File: config.mk
export PLATFORM = sky130hd
export DESIGN_NAME = top_k_peaks_per_window
export DESIGN_NICKNAME = d
export VERILOG_FILES = /design/src/hdl/tkp_pkg.sv /design/src/hdl/top_k_peaks_per_window.sv
export SDC_FILE = /design/constraint.sdc
export NUM_CORES = 2
export LEC_CHECK = 0
export BUFFER_PORTS_ARGS = -buffer_cell sky130_fd_sc_hd__buf_2
export CAP_MARGIN = 20
export CORE_UTILIZATION = 42
export CTS_CLUSTER_DIAMETER = 200
export DETAILED_ROUTE_END_ITERATION = 16
export GPL_TIMING_DRIVEN = 1
export PLACE_DENSITY = 0.67
export SLEW_MARGIN = 20
export SYNTH_ARGS = -nofsm -noshare
export SYNTH_HDL_FRONTEND = slang
export SYNTH_MEMORY_MAX_BITS = 65536
export SYNTH_SLANG_ARGS = --single-unit
File: constraint.sdc
create_clock -name i_clk -period 27.6 [get_ports i_clk]
set_input_delay 1.38 -clock i_clk [delete_from_list [all_inputs] [get_ports i_clk]]
set_output_delay 1.38 -clock i_clk [all_outputs]
set_load 0.05 [all_outputs]
File: src/hdl/tkp_pkg.sv
// Package for the per-window top-K peak picker.
// Holds the constants and the transaction structs; used by top_k_peaks_per_window.
package tkp_pkg;

    localparam int NUM_WINDOWS    = 16;
    localparam int MAX_PER_WINDOW = 4;
    localparam int STORE_SIZE     = 64;

    localparam int MASS_W = 28;
    localparam int INT_W  = 32;
    localparam int WIN_W  = 5;
    localparam int PPI_W  = 3;
    localparam int ADDR_W = $clog2(STORE_SIZE);
    localparam int WSEL_W = $clog2(NUM_WINDOWS);
    localparam int SLOT_W = $clog2(MAX_PER_WINDOW);
    localparam int FILL_W = 3;

    localparam logic [PPI_W-1:0] PPI_RESET = 3'd4;

    typedef struct packed {
        logic [MASS_W-1:0] peak_mass;
        logic [INT_W-1:0]  peak_intensity;
        logic [WIN_W-1:0]  window;
        logic              final_peak;
    } t_peak;

    typedef struct packed {
        logic [MASS_W-1:0] kept_mass;
        logic [INT_W-1:0]  kept_intensity;
        logic              last_kept;
    } t_kept;

endpackage

File: src/hdl/top_k_peaks_per_window.sv
// Per-window top-K peak picker with a mass-sorted flush on the final peak.
// Depends on tkp_pkg for constants and the peak and result structs.
// Flow: a peak into a window with room is written straight into its slot; a full window
// reads its q slots through the single read port, passes a wait state, then makes q sorted writes.
// A final peak then runs one store pass per emitted result, or one pass if none;
// results are one-cycle strobes that cannot be stalled. Reset clears the store, register 4.
module top_k_peaks_per_window (
    input  logic          i_clk,
    input  logic          i_rst_n,
    input  logic          start,
    output logic          busy,
    input  tkp_pkg::t_peak i_peak,
    input  logic          i_cfg_valid,
    output logic          o_cfg_ready,
    input  logic [tkp_pkg::PPI_W-1:0] i_cfg_data,
    output logic          o_result_valid,
    output tkp_pkg::t_kept o_kept
);
    import tkp_pkg::*;

    localparam logic [2:0] S_IDLE = 3'd0;
    localparam logic [2:0] S_RD   = 3'd1;
    localparam logic [2:0] S_WAIT = 3'd2;
    localparam logic [2:0] S_WR   = 3'd3;
    localparam logic [2:0] S_SCAN = 3'd4;

    localparam int KEY_W = MASS_W + ADDR_W;

    // Store memory and its per-entry valid bits.
    logic [MASS_W+INT_W-1:0] mem [STORE_SIZE];
    logic [STORE_SIZE-1:0]   r_vbits;
    logic [FILL_W-1:0]       r_fill [NUM_WINDOWS];

    logic [2:0]              r_state;
    logic [PPI_W-1:0]        r_ppi;
    t_peak                   r_item;
    logic [ADDR_W-1:0]       r_base;
    logic [2:0]              r_cnt;
    logic [ADDR_W:0]         r_ptr;
    logic                    r_pv;
    logic [ADDR_W-1:0]       r_pidx;
    logic [MASS_W+INT_W-1:0] r_rd_data;
    logic                    r_rd_vbit;
    logic [MASS_W-1:0]       r_wm [MAX_PER_WINDOW];
    logic [INT_W-1:0]        r_wi [MAX_PER_WINDOW];
    logic                    r_have_prev;
    logic [KEY_W-1:0]        r_prev_key;
    logic                    r_found;
    logic [KEY_W-1:0]        r_best_key;
    logic [INT_W-1:0]        r_best_int;
    logic [1:0]              r_ncand;
    logic                    r_out_vld;
    t_kept                   r_out;

    logic [2:0]              q_eff;
    logic                    win_ok;
    logic [WSEL_W-1:0]       win_sel;
    logic [6:0]              base_full;
    logic [ADDR_W-1:0]       base_addr;
    logic [FILL_W-1:0]       cur_fill;
    logic                    accept;
    logic                    wr_en;
    logic [ADDR_W-1:0]       wr_addr;
    logic [MASS_W+INT_W-1:0] wr_data;
    logic [ADDR_W-1:0]       rd_addr;
    logic [MASS_W-1:0]       rd_mass;
    logic [INT_W-1:0]        rd_int;
    logic [1:0]              rank [MAX_PER_WINDOW];
    logic [MASS_W-1:0]       sm [MAX_PER_WINDOW];
    logic [INT_W-1:0]        si [MAX_PER_WINDOW];
    logic                    cand;
    logic [KEY_W-1:0]        cand_key;
    logic                    pass_end;

    assign busy        = (r_state != S_IDLE);
    assign o_cfg_ready = 1'b1;
    assign accept      = start && !busy;
    assign o_result_valid = r_out_vld;
    assign o_kept      = r_out;

    // Effective slot count per window, clamped to 1..MAX_PER_WINDOW.
    always_comb begin
        if (r_ppi == '0) begin
            q_eff = 3'd1;
        end else if (r_ppi > 3'(MAX_PER_WINDOW)) begin
            q_eff = 3'(MAX_PER_WINDOW);
        end else begin
            q_eff = r_ppi;
        end
    end

    // Window decode for the incoming peak.
    assign win_ok    = (i_peak.window >= 5'd1) && (i_peak.window <= 5'(NUM_WINDOWS));
    assign win_sel   = WSEL_W'(i_peak.window - 5'd1);
    assign base_full = 7'(win_sel) * 7'(q_eff);
    assign base_addr = base_full[ADDR_W-1:0];
    assign cur_fill  = r_fill[win_sel];

    // Read data as seen by the logic: entries never written read as zero.
    assign rd_mass = r_rd_vbit ? r_rd_data[MASS_W+INT_W-1:INT_W] : '0;
    assign rd_int  = r_rd_vbit ? r_rd_data[INT_W-1:0] : '0;

    // Stable ascending-intensity ranks of the captured window slots.
    always_comb begin
        for (int i = 0; i < MAX_PER_WINDOW; i++) begin
            rank[i] = '0;
            for (int j = 0; j < MAX_PER_WINDOW; j++) begin
                if (j != i && 3'(j) < q_eff &&
                    ((r_wi[j] < r_wi[i]) || (r_wi[j] == r_wi[i] && j < i))) begin
                    rank[i] = rank[i] + 2'd1;
                end
            end
        end
        for (int k = 0; k < MAX_PER_WINDOW; k++) begin
            sm[k] = '0;
            si[k] = '0;
        end
        for (int i = 0; i < MAX_PER_WINDOW; i++) begin
            if (3'(i) < q_eff) begin
                sm[rank[i]] = r_wm[i];
                si[rank[i]] = r_wi[i];
            end
        end
    end

    // Memory write port: direct insert from idle, or sorted write-back.
    always_comb begin
        wr_en   = 1'b0;
        wr_addr = '0;
        wr_data = '0;
        if (r_state == S_IDLE) begin
            wr_en   = accept && win_ok && (cur_fill < q_eff);
            wr_addr = base_addr + ADDR_W'(cur_fill);
            wr_data = {i_peak.peak_mass, i_peak.peak_intensity};
        end else if (r_state == S_WR) begin
            wr_en   = 1'b1;
            wr_addr = r_base + ADDR_W'(r_cnt);
            if (r_cnt == '0 && r_item.peak_intensity > si[0]) begin
                wr_data = {r_item.peak_mass, r_item.peak_intensity};
            end else begin
                wr_data = {sm[r_cnt[SLOT_W-1:0]], si[r_cnt[SLOT_W-1:0]]};
            end
        end
    end

    // Memory read address: window slots, or the scan pointer.
    always_comb begin
        if (r_state == S_RD) begin
            rd_addr = r_base + ADDR_W'(r_cnt);
        end else begin
            rd_addr = r_ptr[ADDR_W-1:0];
        end
    end

    always_ff @(posedge i_clk) begin
        if (wr_en) begin
            mem[wr_addr] <= wr_data;
        end
        r_rd_data <= mem[rd_addr];
        r_rd_vbit <= r_vbits[rd_addr];
    end

    // Scan candidate: stored, nonzero mass, and above the last emitted key.
    assign cand_key = {rd_mass, r_pidx};
    assign cand     = r_pv && (rd_mass != '0) && (!r_have_prev || cand_key > r_prev_key);
    assign pass_end = (r_state == S_SCAN) && r_ptr[ADDR_W] && !r_pv;

    // Control sequencer.
    always_ff @(posedge i_clk) begin
        if (!i_rst_n) begin
            r_state     <= S_IDLE;
            r_ppi       <= PPI_RESET;
            r_vbits     <= '0;
            r_pv        <= 1'b0;
            r_out_vld   <= 1'b0;
            r_have_prev <= 1'b0;
            r_found     <= 1'b0;
            r_ncand     <= '0;
            r_ptr       <= '0;
            r_cnt       <= '0;
            for (int w = 0; w < NUM_WINDOWS; w++) begin
                r_fill[w] <= '0;
            end
        end else begin
            r_out_vld <= 1'b0;
            if (i_cfg_valid && o_cfg_ready) begin
                r_ppi <= i_cfg_data;
            end
            if (wr_en) begin
                r_vbits[wr_addr] <= 1'b1;
            end
            unique case (r_state)
                S_IDLE: begin
                    if (accept) begin
                        r_item <= i_peak;
                        r_base <= base_addr;
                        r_cnt  <= '0;
                        r_ptr  <= '0;
                        r_pv   <= 1'b0;
                        r_have_prev <= 1'b0;
                        r_found <= 1'b0;
                        r_ncand <= '0;
                        if (win_ok && cur_fill < q_eff) begin
                            r_fill[win_sel] <= cur_fill + 3'd1;
                            r_state <= i_peak.final_peak ? S_SCAN : S_IDLE;
                        end else if (win_ok) begin
                            r_state <= S_RD;
                        end else begin
                            r_state <= i_peak.final_peak ? S_SCAN : S_IDLE;
                        end
                    end
                end
                S_RD: begin
                    r_pv   <= 1'b1;
                    r_pidx <= ADDR_W'(r_cnt);
                    if (r_cnt == q_eff - 3'd1) begin
                        r_cnt   <= '0;
                        r_state <= S_WAIT;
                    end else begin
                        r_cnt <= r_cnt + 3'd1;
                    end
                end
                S_WAIT: begin
                    r_pv    <= 1'b0;
                    r_state <= S_WR;
                end
                S_WR: begin
                    if (r_cnt == q_eff - 3'd1) begin
                        r_cnt   <= '0;
                        r_state <= r_item.final_peak ? S_SCAN : S_IDLE;
                    end else begin
                        r_cnt <= r_cnt + 3'd1;
                    end
                end
                S_SCAN: begin
                    if (pass_end) begin
                        r_ptr   <= '0;
                        r_found <= 1'b0;
                        r_ncand <= '0;
                        if (r_found) begin
                            r_out_vld <= 1'b1;
                            r_out.kept_mass      <= r_best_key[KEY_W-1:ADDR_W];
                            r_out.kept_intensity <= r_best_int;
                            r_out.last_kept      <= (r_ncand == 2'd1);
                            r_have_prev <= 1'b1;
                            r_prev_key  <= r_best_key;
                        end
                        if (!r_found || r_ncand == 2'd1) begin
                            r_state <= S_IDLE;
                            r_vbits <= '0;
                            for (int w = 0; w < NUM_WINDOWS; w++) begin
                                r_fill[w] <= '0;
                            end
                        end
                    end else begin
                        r_pv   <= !r_ptr[ADDR_W];
                        r_pidx <= r_ptr[ADDR_W-1:0];
                        if (!r_ptr[ADDR_W]) begin
                            r_ptr <= r_ptr + (ADDR_W+1)'(1);
                        end
                        if (cand) begin
                            if (r_ncand != 2'd2) begin
                                r_ncand <= r_ncand + 2'd1;
                            end
                            if (!r_found || cand_key < r_best_key) begin
                                r_found    <= 1'b1;
                                r_best_key <= cand_key;
                                r_best_int <= rd_int;
                            end
                        end
                    end
                end
                default: begin
                    r_state <= S_IDLE;
                end
            endcase
        end
    end

    // Capture of the window slots while they are read back.
    always_ff @(posedge i_clk) begin
        if ((r_state == S_RD || r_state == S_WAIT) && r_pv) begin
            r_wm[r_pidx[SLOT_W-1:0]] <= rd_mass;
            r_wi[r_pidx[SLOT_W-1:0]] <= rd_int;
        end
    end

    // A result only follows the end of a store pass.
    a_out_from_scan: assert property (@(posedge i_clk) disable iff (!i_rst_n)
        o_result_valid |-> $past(r_state) == S_SCAN)
        else $error("result strobe outside a store pass");

    // The last result of a flush leaves the store empty and the block idle.
    a_last_clears: assert property (@(posedge i_clk) disable iff (!i_rst_n)
        (o_result_valid && o_kept.last_kept) |-> (r_state == S_IDLE && r_vbits == '0))
        else $error("store not cleared after final result");

    // Write-back never runs past the window's slot count.
    a_wr_in_window: assert property (@(posedge i_clk) disable iff (!i_rst_n)
        (r_state == S_WR) |-> (r_cnt < q_eff))
        else $error("write-back beyond window");

    // A new transaction is only taken while idle.
    a_accept_idle: assert property (@(posedge i_clk) disable iff (!i_rst_n)
        (start && !busy) |=> (r_state == S_IDLE || r_state == S_RD || r_state == S_SCAN))
        else $error("unexpected state after accept");

endmodule
Word level (Yosys, flattened, before mapping)
Memory sizes are Yosys's and may differ from the RTL's. A register that Yosys moved wholly into a read port is not among the register bits. Cells that the tools add are included.

$add $sub $neg: 16. $mul: 1. Order comparisons: 35. Equal/unequal tests: 24. Muxes and demuxes: 137. Bitwise operators: 25. Reduce and logical (&&, ||, !) cells: 67.

Operator list (count): two-way mux 128 bit (4); two-way mux 112 bit (4); bitwise mux 128 bit (3); < comparator 32 bit (12); bitwise mux 112 bit (3); demux 32 bit (select 2 bit) (4); two-way mux 64 bit (4); demux 28 bit (select 2 bit) (4); two-way mux 32 bit (7); two-way mux 28 bit (7); == test 32 bit (6); two-way mux 60 bit (3); AND 128 bit (1); AND 112 bit (1); two-way mux 3 bit (30); binary-select mux 32 bit (select 2 bit) (1); OR 64 bit (1); binary-select mux 28 bit (select 2 bit) (1); greater-than comparator 34 bit (1); < comparator 34 bit (1); greater-than comparator 32 bit (1); two-way mux 1 bit (32); logical AND 1 bit (28); nonzero test 28 bit (1); other kinds (55) (145).

Flip-flop bits (word level): 321. RAM bits: 4128. Memories kept: 4.

Memory list: mem (depth 64, width 60, rd ports 1, clocked after memory_dff 1, wr ports 1, line top_k_peaks_per_window.sv:30) `logic [MASS_W+INT_W-1:0] mem [STORE_SIZE];`; r_wi (depth 4, width 32, rd ports 4, clocked after memory_dff 0, wr ports 1, line top_k_peaks_per_window.sv:45) `logic [INT_W-1:0] r_wi [MAX_PER_WINDOW];`; r_wm (depth 4, width 28, rd ports 4, clocked after memory_dff 0, wr ports 1, line top_k_peaks_per_window.sv:44) `logic [MASS_W-1:0] r_wm [MAX_PER_WINDOW];`; r_fill (depth 16, width 3, rd ports 1, clocked after memory_dff 0, wr ports 16, line top_k_peaks_per_window.sv:32) `logic [FILL_W-1:0] r_fill [NUM_WINDOWS];`.

Logic depth before layout (Yosys ltp)
Depth after elaboration: 29. Mapped depth: 36. Gate-level depth less buffers: 31.

Worst setup path after synthesis
No wires, ideal clock.

Kind: reg-to-reg. From: memory r_wi[1][9]. To: memory mem[0][26] (netlist bit) (data pin). Setup time: 582 ps. Arrival time: 8803 ps. Slack: 18216 ps. Stages on the path, launching flop included: 34. Buffers on the path: 6. Cells stage by stage: edfxtp_1 > ha_1 > a21o_1 > a21o_1 > a21o_1 > a21o_1 > a21o_1 > a21o_1 > a21oi_1 > a31oi_1 > o31a_1 > or2_2 > ha_1 > and3_1 > mux2i_1 > clkbuf_1 > clkbuf_1 > nor2_1 > a311oi_1 > a21oi_1 > ha_1 > nand4_1 > nor4_1 > nand3_1 > a211oi_1 > nor3_1 > or4b_2 > clkbuf_1 > clkbuf_1 > buf_1 > clkbuf_1 > nand2_1 > a221oi_1 > a32oi_1.

RTL lines (line): start: declaration (top_k_peaks_per_window.sv:45); end: declaration (top_k_peaks_per_window.sv:30).

==> results.txt <==
----------------------------------------------------
[Job]
  Number of max-cap violations ... 0

[Die]
  Die outline area ... 441000 sq um
  Die Wd ... 664 um
  Cell Rows ... 242
  Die Ht ... 664 um
  Core Area ... 436000 sq um
  Number of top-level design ports ... 137
  Effective utilization at floorplan ... 0.423

[Worst setup path]
  Worst Path Required ... 28320 ps
  Data arrival at the endpoint of the critical path ... 12790 ps
  Endpoint kind of the worst setup timing path ... flip-flop
  Setup slack, reg-to-reg ... 15530 ps
  Top delay family on crit path ... compound AO/OA/AOI/OAI gates
  Buf+Inv Stages, Crit Path ... 4
  Cell repeated most along the worst path ... sky130_fd_sc_hd__a21o_1
  Crit Path Max Fanout ... 69
  Standard cell with the maximum stage delay on the critical path ... sky130_fd_sc_hd__buf_4
  Startpoint type of the worst setup path ... flip-flop
  Stage delay of the slowest cell on the critical path ... 910 ps
  Critical path start-end classification ... reg2reg

[STA]
  Skew final ... 100 ps
  Final Hold Fails ... 0
  Max Clock Freq ... 82.8 MHz
  Slew at the pin with the worst max-slew slack ... 1240 ps
  Max-slew violations ... 0
  Max transition margin ... 0.170
  Fin crit share ... 0.437
  Final critical-path setup slack ... 15530 ps
  Number of setup violations in the final report ... 0
  Min Tclk post-route ... 12070 ps
  Final setup TNS ... 0 ps
  Unrepaired setup endpoints after global routing ... no

[Clocking]
  Post-CTS setup-driven buffer insertion count ... 0
  Total number of clock tree sinks ... 4481
  Cts repair resizes ... 0
  # H-tree levels ... 5
  Insertion delay to the later sink of the worst-skew pair ... 1040 ps
  TritonCTS clock tree ... built
  Cts-stage hold buffer count ... 0
  Root Buffer Master ... sky130_fd_sc_hd__clkbuf_16
  Max clock buf depth ... 4
  TritonCTS buffer count ... 435
  CTS clock-pin slew for the worst setup and hold paths ... 70 ps

[Detailed routing]
  Count of nets left with antenna violations after detail routing ... 0
  Initial DRC Count ... 17200
  Wire per inst ... 35.7 um
  Per-cell via count in the routed design ... 6.45
  Total via count in the routed design ... 105000
  Length of the first detailed-routing pass in iterations ... 9
  Remaining DRCs ... 0
  Post-Route WL ... 582000 um

[Global routing]
  First-pass GRT wire length ... 805000 um
  Via count of the first global-routing pass ... 104000
  Maximum number of pins on one net before global-route repair ... 126
  Antenna violations before repair ... 23
  Gr usage total ... 0.258
  Congestion Overflow GR ... 0

[Power and ir drop]
  Total power per unit cell area ... 75.8 nW/um^2
  Final total power ... 15.7 mW
  IR Drop Worst-Case VDD ... 0.0647 mV
  Static power due to leakage ... 69.2 nW

[Cells and area]
  Post-layout utilization of the core ... 0.477
  Most common cell after layout, fill and taps aside ... sky130_fd_sc_hd__edfxtp_1
  Commonest cells after routing, fill and taps aside ... 4334 x sky130_fd_sc_hd__edfxtp_1, 991 x sky130_fd_sc_hd__mux4_2, 495 x sky130_fd_sc_hd__a21oi_1, 463 x sky130_fd_sc_hd__a211oi_1, 437 x sky130_fd_sc_hd__clkbuf_16
  Number of inserted filler cells in the final layout ... 35300
  Synth-to-layout area growth ... 12.8%
  Layout net count ... 10600
  Multi-input combinational cell area ... 48900 sq um
  Sequential cell area ... 133000 sq um
  Fraction of layout instances using a drive strength above 1 ... 0.214

[Outcome]
  Status ... finished clean

[Synth]
  Sequential cell area fraction in the yosys report ... 0.722
  Post-synth top flop ... sky130_fd_sc_hd__edfxtp_1
  Mean cell area of the mapped netlist ... 18.6 sq um
  Unique cell type count in the Yosys netlist ... 86
  Yosys warns ... 0
  Synth Net Count ... 10300
  Number of register bits inferred by synthesis ... 4481
  Synth Cell Area ... 184000 sq um
  Gate Count Post-Synth ... 9919
  Number of enable flip-flop cells after synthesis ... 4334
  Synth async-reset ratio ... 0

[Placed design]
  Worst setup slack before clock tree synthesis ... 16150 ps
  Buffers added on ports ... 135
  GP Congestion ... 0.914
  Final HPWL DP ... 329000 um

[Worst hold path]
  Path type of the worst min-delay path ... reg2reg

----------------------------------------------------
cell families after synthesis:
| group | after synthesis | share of synthesized area |
|---|---|---|
| multiplexers | 1267 | 0.136 |
| other | 1 | 0.0000204 |
| buffers and inverters | 842 | 0.0187 |
| flip-flops | 4481 | 0.722 |
| AO/OA/AOI/OAI | 1706 | 0.0643 |
| XOR/XNOR | 27 | 0.00128 |
| AND/OR/NAND/NOR | 1265 | 0.0346 |
| adder cells (fa/ha/maj) | 330 | 0.0226 |
per-stage QoR:
step	hold slack (ps)	instance area [sq um]	cells
global route	424	208000	16300
CTS	419	208000	16300
global placement	400	193000	15500
floorplan	400	184000	9919
finish	419	208000	16300
detailed placement	405	194000	15500
report_power, final:
part	internal (mW)	switching [mW]
Clock	3.33	2.62
Combinational	0.705	1.26
Sequential	7.77	0.0543
metal layers:
metal	wire length [um]	vias up	track usage	part of all wire
met2	268000	7366	0.404	0.46
met3	70100	1384	0.0608	0.12
li1	-	41600	-	-
met1	216000	55100	0.348	0.37
met5	76	-	0	0.00013
met4	27800	8	0.106	0.048
cells in the mapped netlist, types with 116 or more instances:
| library cell | instances | area [sq um] |
|---|---|---|
| sky130_fd_sc_hd__edfxtp_1 | 4334 | 130000 |
| sky130_fd_sc_hd__mux4_2 | 991 | 22300 |
| sky130_fd_sc_hd__a21oi_1 | 500 | 2500 |
| sky130_fd_sc_hd__a211oi_1 | 463 | 3480 |
| sky130_fd_sc_hd__clkbuf_1 | 395 | 1480 |
| sky130_fd_sc_hd__ha_1 | 325 | 4070 |
| sky130_fd_sc_hd__nand2_1 | 297 | 1110 |
| sky130_fd_sc_hd__nor2b_1 | 264 | 1650 |
| sky130_fd_sc_hd__mux2i_1 | 263 | 2630 |
| sky130_fd_sc_hd__nor2_1 | 257 | 965 |
| sky130_fd_sc_hd__inv_1 | 228 | 856 |
| sky130_fd_sc_hd__nand3_1 | 155 | 776 |
| sky130_fd_sc_hd__dfxtp_1 | 147 | 2940 |
| sky130_fd_sc_hd__buf_2 | 122 | 611 |
| sky130_fd_sc_hd__o21ai_0 | 116 | 581 |
sequential cells by signal, summed over array words and instances (netlist names), 48 cells and up:
register   flops
r_wm         112
r_vbits       64
r_item        61
r_rd_data     60
mem         3840
r_wi         128
r_fill        48
cell type report:
class	instances	area share
multi-input combinational	4596	0.235
clock buffer	560	0.0554
inverter	230	0.00415
clock inverter	242	0.0126
sequential	4481	0.640
timing repair buffer	483	0.0177
tap	5734	0.0345
antenna	11	0.000132
path summary, 6_finish.rpt:
| kind | startpoint | endpoint | cells past startpoint |
|---|---|---|---|
| setup / recovery | r_wi[1][9]$_DFFE_PP_ | mem[7][28]$_DFFE_PP_ | 31 |
| hold / removal | r_best_int[23]$_DFFE_PP_ | o_kept[24]$_DFFE_PP_ | 0 |
| setup reg to reg | r_wi[1][9]$_DFFE_PP_ | mem[7][28]$_DFFE_PP_ | 31 |
| hold reg to reg | r_best_int[23]$_DFFE_PP_ | o_kept[24]$_DFFE_PP_ | 0 |
(Power assumes the default switching activity.)
